===== config.mk =====
export PLATFORM = sky130hd
export DESIGN_NAME = prh_ram
export DESIGN_NICKNAME = d
export VERILOG_FILES = /design/src/rtl/pulse_rate_and_width_histogram_defines.svh /design/src/rtl/prh_ram.sv
export SDC_FILE = /design/constraint.sdc
export NUM_CORES = 1
export LEC_CHECK = 0
export BUFFER_PORTS_ARGS = -buffer_cell sky130_fd_sc_hd__buf_4
export CORE_MARGIN = 2
export CORE_UTILIZATION = 55
export CTS_CLUSTER_DIAMETER = 80
export DETAILED_ROUTE_END_ITERATION = 10
export GPL_TIMING_DRIVEN = 0
export PLACE_DENSITY = 0.78
export SYNTH_ARGS = -nofsm -noshare
export SYNTH_HDL_FRONTEND = slang
export SYNTH_SLANG_ARGS = --single-unit

===== constraint.sdc =====
create_clock -name clk_i -period 3.5 [get_ports clk_i]
set_input_delay 0.175 -clock clk_i [delete_from_list [all_inputs] [get_ports clk_i]]
set_output_delay 0.175 -clock clk_i [all_outputs]
set_load 0.005 [all_outputs]

===== src/rtl/pulse_rate_and_width_histogram_defines.svh =====
// assertion helpers shared by the rtl
`ifndef PULSE_RATE_AND_WIDTH_HISTOGRAM_DEFINES_SVH
`define PULSE_RATE_AND_WIDTH_HISTOGRAM_DEFINES_SVH

// condition that holds at every edge out of reset
`define PRH_ASSERT(lbl, prop, msg) \
  lbl: assert property (@(posedge clk_i) disable iff (!rst_ni) (prop)) else $error(msg);

// condition that must hold in the cycle after a trigger
`define PRH_ASSERT_NEXT(lbl, trig, prop, msg) \
  lbl: assert property (@(posedge clk_i) disable iff (!rst_ni) (trig) |=> (prop)) \
    else $error(msg);

`endif


===== src/rtl/prh_ram.sv =====
module prh_ram #(
  parameter int WIDTH = 16,
  parameter int DEPTH = 64,
  parameter int AW    = (DEPTH > 1) ? $clog2(DEPTH) : 1
) (
  input  logic             clk_i,
  input  logic             we_i,
  input  logic [AW-1:0]    waddr_i,
  input  logic [WIDTH-1:0] wdata_i,
  input  logic [AW-1:0]    raddr_i,
  output logic [WIDTH-1:0] rdata_o
);

  logic [WIDTH-1:0] mem [DEPTH];
  logic [WIDTH-1:0] rdata_q;

  always_ff @(posedge clk_i) begin
    if (we_i) begin
      mem[waddr_i] <= wdata_i;
    end
    rdata_q <= mem[raddr_i];
  end

  assign rdata_o = rdata_q;

endmodule


==> flow_metrics.tcl <==
set metrics [dict create \
    vias_per_cell 6.636 \
    synthCells 1829 \
    timing.final.max_slew_violations 0 \
    grt_setup_unrepaired "no" \
    avgSynthCellArea_sq_um 21.89 \
    h-tree-depth 3 \
    async_flop_share 0 \
    cts_hold_buf 0 \
    p_sw_uw 5407 \
    antenna_found_initial 7 \
    cts-root-to-sink-buffers 3 \
    io_pins 46 \
    worstMarginPinSlew_ns 1.080 \
    fin_skew_ns 0.02785 \
    die_w_um 273.8 \
    power.leakage_uw 0.01426 \
    hold_viol 0 \
    die_area_sq_um 74980 \
    final_common_cell "edfxtp_1" \
    crit_chain "mux4_2 > mux2i_1 > a22oi_1 > a31oi_1 > a311oi_1" \
    dp.final_hpwl_um 61120 \
    vias 20040 \
    core_area_sq_um 71730 \
    reg2reg_to "rdata_o[4]$_DFF_P_" \
    syn-cell-area_sq_um 40040 \
    cts-buffers-inserted 98 \
    synth_seq_area_share 0.7759 \
    p_int_uw 20290 \
    fp.dieH_um 273.8 \
    nets 2022 \
    p_per_area_nw_per_um2 568.6 \
    place_congestion 0.9350 \
    reg2reg_depth 5 \
    dr.pass1.iters 5 \
    status "complete, no violations" \
    synth_cell_types 43 \
    rows 98 \
    vdd_drop_max_v 0.0005274 \
    critPathKind "reg -> reg" \
    start_util 0.5582 \
    hold_end "mem[1][3]$_DFFE_PP_" \
    p_comb_frac 0.054 \
    grt_use_total 0.2684 \
    drive_above_1_share 0.2876 \
    ant_nets 0 \
    cp.buffers_inverters 0 \
    crit_fanout 1 \
    path_clk_slew_ns 0.06 \
    setup_violations 0 \
    grt_pass1_vias 20200 \
    nFillCells 4610 \
    max_freq_ghz 0.3960 \
    grt_pass1_wl_um 140700 \
    crit_family "compound AO/OA/AOI/OAI gates" \
    rrSetupSlack_ns 0.97 \
    synth_ff_type "edfxtp_1" \
    cts.sinks 1040 \
    cts_setup_buffers 0 \
    final_cell_mix "edfxtp_1 (1024), mux4_2 (220), clkbuf_16 (103), mux2i_1 (85)" \
    holdPathStages 1 \
    fin_crit_sh 0.7214 \
    required_ns 3.98 \
    synth_nets 1859 \
    wl_per_cell_um 32.65 \
    total_power_uw 25700 \
    slowest_stage "a31oi_1" \
    drc_errors 0 \
    hold_slack_ns 0.08720 \
    syn_to_final_growth_pct 12.87 \
    ys_seq_elements 1040 \
    grt_overflow_total 0 \
    port-buffer-count 38 \
    multiInputGateArea_sq_um 8392 \
    pwr-share-seq 0.538 \
    worstHoldPathType "in -> reg" \
    max-cap-violations 0 \
    yosys_warnings 0 \
    cts.repair.resized 0 \
    p_sw_frac 0.2104 \
    grt_max_degree 65 \
    regArea_sq_um 31070 \
    insertion_delay_ns 0.67 \
    ctsRootBufferMaster "clkbuf_16" \
    arrival_ns 3.01 \
    slew_headroom 0.2789 \
    period_minus_slack_ns 2.525 \
    cpPeakStageDelay_ns 0.71 \
    drt-total-wl_um 98590 \
    drt_iter0_drc 2632 \
    start_kind "flip-flop" \
    clkPwrFrac 0.408 \
    synth_edf_count 1024 \
    cts_tree "yes" \
    endpoint_kind "flip-flop" \
    rr_startpoint "mem[16][4]$_DFFE_PP_" \
    min-delay-start "wdata_i[3]" \
    final_util 0.6301 \
]
metrics by stage:
stage / std cells / instance area [sq um] / TNS [ns] / setup slack (ns)
final: 3020 / 45200 / 0 / 0.9750
after global routing: 3019 / 45190 / 0 / 1.014
after CTS: 3019 / 45180 / 0 / 0.9093
after detailed placement: 2842 / 42020 / 0 / 0.2203
after global placement: 2817 / 41520 / -0.1903 / -0.01327
after floorplan: 1829 / 40040 / 0 / 1.290
how the worst max path moves through the flow:
stage,startpoint,endpoint,slack [ns],cells past startpoint
floorplan,waddr_i[3],mem[48][0]$_DFFE_PP_,1.29,4
global placement,waddr_i[5],mem[48][3]$_DFFE_PP_,-0.01,3
detailed placement,waddr_i[1],mem[7][10]$_DFFE_PP_,0.22,3
CTS,waddr_i[1],mem[7][14]$_DFFE_PP_,0.91,3
global route,mem[23][11]$_DFFE_PP_,rdata_o[11]$_DFF_P_,1.01,5
finish,mem[16][4]$_DFFE_PP_,rdata_o[4]$_DFF_P_,0.97,5
power by group through the flow:
stage / Sequential, uW / Clock [uW] / Combinational (uW)
3_3_place_gp: 14100 / 0 / 1310
3_5_place_dp: 14100 / 0 / 1370
4_1_cts: 13800 / 10600 / 1380
2_1_floorplan: 14100 / 0 / 714
6_report: 13800 / 10500 / 1400
5_1_grt: 13800 / 11000 / 1450
registers in the layout, summed over array words and instances (netlist names):
| register | cells |
|---|---|
| mem | 1024 |
| rdata_o | 16 |
logic make-up (layout without fill, tap and decap cells):
family	after synthesis	in the layout	synth area share
AO/OA/AOI/OAI	129	129	0.02409
buffers and inverters	104	344	0.01831
flip-flops	1040	1040	0.7759
multiplexers	336	336	0.1552
other	0	1	0
AND/OR/NAND/NOR	220	220	0.02647
routing by layer:
| metal | up-vias | part of all wire | global-route usage |
|---|---|---|---|
| met2 | 1378 | 0.48 | 0.4191 |
| met5 | - | 0.00058 | 0 |
| met3 | 294 | 0.12 | 0.07430 |
| li1 | 8009 | - | - |
| met1 | 10350 | 0.35 | 0.3535 |
| met4 | 8 | 0.053 | 0.1278 |
synth_stat cells (12+ instances only):
| cell type | number | share of area |
|---|---|---|
| mux2_2 | 27 | 0.0076 |
| buf_6 | 17 | 0.0048 |
| buf_2 | 36 | 0.0045 |
| buf_4 | 13 | 0.0024 |
| nand3_1 | 24 | 0.0030 |
| dfxtp_1 | 16 | 0.0080 |
| mux4_2 | 220 | 0.12 |
| a22oi_1 | 39 | 0.0073 |
| nand2_1 | 59 | 0.0055 |
| nand4_1 | 12 | 0.0019 |
| clkbuf_1 | 24 | 0.0022 |
| nor2_1 | 72 | 0.0067 |
| a221oi_1 | 16 | 0.0035 |
| a21oi_1 | 17 | 0.0021 |
| mux2i_1 | 85 | 0.021 |
| nor2b_1 | 30 | 0.0047 |
| edfxtp_1 | 1024 | 0.77 |
cell type report:
| cell class | instances | area share |
|---|---|---|
| sequential | 1040 | 0.6874 |
| multi-input combinational | 685 | 0.1857 |
| clock buffer | 125 | 0.05952 |
| tap | 950 | 0.02630 |
| buffer | 104 | 0.01622 |
| timing repair buffer | 63 | 0.01434 |
| clock inverter | 52 | 0.01046 |
| antenna | 1 | 0.00005537 |
(Power assumes the default switching activity.)
