===== src/rtl/pulse_rate_and_width_histogram_defines.svh =====
// assertion helpers shared by the rtl
`ifndef PULSE_RATE_AND_WIDTH_HISTOGRAM_DEFINES_SVH
`define PULSE_RATE_AND_WIDTH_HISTOGRAM_DEFINES_SVH

// condition that holds at every edge out of reset
`define PRH_ASSERT(lbl, prop, msg) \
  lbl: assert property (@(posedge clk_i) disable iff (!rst_ni) (prop)) else $error(msg);

// condition that must hold in the cycle after a trigger
`define PRH_ASSERT_NEXT(lbl, trig, prop, msg) \
  lbl: assert property (@(posedge clk_i) disable iff (!rst_ni) (trig) |=> (prop)) \
    else $error(msg);

`endif


===== src/rtl/prh_div.sv =====
module prh_div #(
  parameter int NW = 38,
  parameter int DW = 23
) (
  input  logic          clk_i,
  input  logic          rst_ni,
  input  logic          start_i,
  input  logic [NW-1:0] num_i,
  input  logic [DW-1:0] den_i,
  output logic          done_o,
  output logic [NW-1:0] quo_o,
  output logic [DW-1:0] rem_o
);

  localparam int CW = $clog2(NW + 1);

  logic [NW-1:0] quo_q, quo_d;
  logic [DW:0]   rem_q, rem_d;
  logic [DW-1:0] den_q, den_d;
  logic [CW-1:0] cnt_q, cnt_d;
  logic          busy_q, busy_d;
  logic          done_q, done_d;
  logic [DW:0]   shifted;
  logic [DW:0]   diff;

  // one restoring step per cycle
  always_comb begin
    shifted = {rem_q[DW-1:0], quo_q[NW-1]};
    diff    = shifted - {1'b0, den_q};
    quo_d   = quo_q;
    rem_d   = rem_q;
    den_d   = den_q;
    cnt_d   = cnt_q;
    busy_d  = busy_q;
    done_d  = 1'b0;
    if (start_i) begin
      quo_d  = num_i;
      rem_d  = '0;
      den_d  = den_i;
      cnt_d  = CW'(NW);
      busy_d = 1'b1;
    end else if (busy_q) begin
      rem_d = diff[DW] ? shifted : diff;
      quo_d = {quo_q[NW-2:0], ~diff[DW]};
      cnt_d = cnt_q - 1'b1;
      if (cnt_q == CW'(1)) begin
        busy_d = 1'b0;
        done_d = 1'b1;
      end
    end
  end

  always_ff @(posedge clk_i or negedge rst_ni) begin
    if (!rst_ni) begin
      cnt_q  <= '0;
      busy_q <= 1'b0;
      done_q <= 1'b0;
    end else begin
      cnt_q  <= cnt_d;
      busy_q <= busy_d;
      done_q <= done_d;
    end
  end

  always_ff @(posedge clk_i) begin
    quo_q <= quo_d;
    rem_q <= rem_d;
    den_q <= den_d;
  end

  assign done_o = done_q;
  assign quo_o  = quo_q;
  assign rem_o  = rem_q[DW-1:0];

endmodule


===== config.mk =====
export PLATFORM = sky130hd
export DESIGN_NAME = prh_div
export DESIGN_NICKNAME = d
export VERILOG_FILES = /design/src/rtl/pulse_rate_and_width_histogram_defines.svh /design/src/rtl/prh_div.sv
export SDC_FILE = /design/constraint.sdc
export NUM_CORES = 1
export LEC_CHECK = 0
export ABC_AREA = 1
export BUFFER_PORTS_ARGS = -buffer_cell sky130_fd_sc_hd__buf_4
export CORE_MARGIN = 4
export CORE_UTILIZATION = 40
export CTS_CLUSTER_SIZE = 25
export DETAILED_ROUTE_END_ITERATION = 8
export HOLD_SLACK_MARGIN = 0.08
export PLACE_DENSITY = 0.7
export SETUP_SLACK_MARGIN = 0.15
export SLEW_MARGIN = 20
export SYNTH_ARGS = -nofsm -noshare
export SYNTH_HDL_FRONTEND = slang
export SYNTH_SLANG_ARGS = --single-unit

===== constraint.sdc =====
create_clock -name clk_i -period 6 [get_ports clk_i]
set_input_delay 0.6 -clock clk_i [delete_from_list [all_inputs] [get_ports clk_i]]
set_output_delay 0.6 -clock clk_i [all_outputs]
set_load 0.1 [all_outputs]

==> out/qor.yml <==
hold_violations: 0
avgViaCountPerCell: 4.54
ir_drop_v: 0.000237
die-area_um2: 16000
slew_violations: 0
crit_path_cell_trace: "inv_1, ha_1, inv_1, fa_1, nand2_1, nand3_1, nand2_1, o21ai_0, nand2_1, nand3_1, nand2_1, inv_1, nand2_1, nand3_1, nand2_1"
area_growth_syn_to_layout_pct: 24.5
cp-end-kind: "flip-flop"
initial_core_util_pct: 40.7
worstSetupPathType: "flip-flop to flip-flop"
cts_setup_buffers: 0
min_path_cells: 1
cts_sinks: 92
grt_pass1_wl_um: 23200
max_slew_margin_pct: 50.0
synthCells: 766
critPathSlowestCell: "o21ai_0"
drt_iter0_markers: 201
ioPinCount: 126
crit_path_end: "rem_q[16]"
cp_num_buf_inv: 3
first_pass_iters: 4
cp.arrival_ns: 2.67
use_met3_pct: 6.40
cts_tree: "yes"
syn-num-nets: 856
n_antenna_cell: 0
synth_top_cell_by_area: "edfxtp_1"
max_stage_delay_ns: 0.47
fin_crit_sh_pct: 40.5
max_freq_ghz: 0.411
layout_commonest_cell: "nand2_1"
antenna_found_initial: 0
finalPower_w: 0.00373
cts_root_buffer: "clkbuf_16"
cts.clk_slew.worst_paths_ns: 0.07
fin_nets: 980
finalSetupViolations: 0
reg2reg_from: "quo_o[37]"
hold_slack_ns: 0.420
layout_common_cells: "nand2_1 (335), inv_1 (133), buf_4 (128)"
cp_max_fo: 4
status: "completed"
syn_area_per_cell_um2: 7.34
power_leakage_nw: 3.80
worstPathRequired_ns: 6.24
start_kind: "flip-flop"
via_count: 4884
clock_latency_ns: 0.35
yosysTopAreaCellShare_pct: 32.6
final_cells: 1075
cts_buffers: 9
port_buffers: 125
power_density_nw_per_um2: 532
fin_crit_ns: 2.43
rr_worst_depth: 15
drc: 0
dp_cells: 1058
grt_util_all_layers_pct: 17.7
crit_start: "quo_o[37]"
rrSetupSlack_ns: 3.57
rsz0062_at_grt: "no"
overflow: 0
synth_area_leaders: "edfxtp_1 (33%), nand2_1 (22%), inv_1 (8.9%), dfxtp_1 (8.2%), ha_1 (5.6%)"
detail-route-antenna-nets: 0
drv_cap: 0
timing.rr.end: "rem_q[16]"
synth.yosys.seq_area_share_pct: 44.3
synth-seq-cells: 92
grt_max_degree: 68
use_met1_pct: 22.2
gp_congestion: 0.927
die_x_um: 127
tightestPinTransition_ns: 0.751
yosysUniqueCellTypes: 31
ys_warn_count: 0
final_area_um2: 7000
fill_cells: 1333
setup_tns_ns: 0
core_area_um2: 13800
drt_wl_total_um: 13600
synth_area_um2: 5630
h-tree-depth: 3
floorplan.die.height_um: 127
dp_hpwl_um: 10100
use_met2_pct: 29.3
hold_class: "primary input to flip-flop"
cp.depth: 15
cts_buffer_depth: 2
drive_gt1_share_pct: 20.0
cp_top_family: "simple AND/OR/NAND/NOR gates"
postPlaceCellArea_um2: 6720
fin_skew_ns: 0.0106
top_usage_layer: "met2"
wl_per_cell_um: 12.7
first_global_vias: 4827
rows: 43
crit_top_cell: "nand2_1"
repair_timing:
item                      CTS  global route
hold endpoints to repair    8             0
resized for setup           0             0
hold buffers                1             0
final cells by class:
type	count	area, um^2	share of cell area [%]
multi-input cells	524	2540	36.2
flip-flops and latches	92	2490	35.6
repair buffers	129	971	13.9
inverters	134	503	7.18
clock buffers	9	225	3.22
well taps	180	225	3.22
clock inverters	7	50.0	0.715
synthesized netlist by cell type:
cell type / instances
xor2_1: 2
nor2_1: 36
ha_1: 25
buf_2: 1
o21bai_1: 1
o21ai_0: 12
nor2_2: 2
nand2_4: 3
edfxtp_1: 61
and2_1: 4
a21oi_1: 17
nand2_2: 15
buf_6: 2
nor3_1: 3
clkbuf_1: 11
nand3_2: 11
nand4_2: 1
inv_1: 134
or2_0: 1
fa_1: 1
buf_12: 1
nand2_1: 335
nand4_1: 6
a22oi_1: 1
dfrtp_1: 8
nand3b_1: 2
or2_2: 1
nand3_1: 35
xnor2_1: 10
dfxtp_1: 23
buf_4: 1
layer usage:
metal	share of wire, %	wire length [um]
met1	45	6120
met2	47	6360
met3	7.3	988
met4	0.96	131
met5	0	0
stage by stage:
stage          utilization, %  worst slack (ns)
2_1_floorplan               -              3.35
3_3_place_gp             48.6              3.43
3_5_place_dp             48.6              3.52
4_1_cts                  50.6              3.56
5_1_grt                  50.6              3.30
6_report                 50.6              3.57
state kept, by name, indices dropped and copies added (netlist names):
| signal | flops |
|---|---|
| busy_q | 1 |
| rem_q | 23 |
| cnt_q | 6 |
| quo_o | 38 |
| done_o | 1 |
| den_q | 23 |
power by group:
group	switching (W)	internal [W]	leakage [nW]	total [W]
Clock	0.000258	0.000283	0.140	0.000541
Sequential	0.000112	0.000807	0.926	0.000920
Combinational	0.00166	0.000613	2.73	0.00227
Total	0.00203	0.00170	3.80	0.00373
kinds of logic after synthesis:
family / after synthesis / synth area share (%)
compound gates: 31 / 2.85
fa+ha+maj: 26 / 5.92
buf+inv: 150 / 10.7
flops: 92 / 44.3
simple gates: 455 / 34.4
xor+xnor: 12 / 1.87
worst min-delay path by stage:
stage	from	endpoint	slack [ns]
finish	den_i[0]	den_q[0]	0.42
global route	den_i[14]	den_q[14]	0.40
CTS	den_i[10]	den_q[10]	0.40
detailed placement	rst_ni	cnt_q[4]	0.43
global placement	rst_ni	cnt_q[4]	0.42
floorplan	rst_ni	busy_q	0.30
Note: power is estimated with default switching activity, not from simulation.
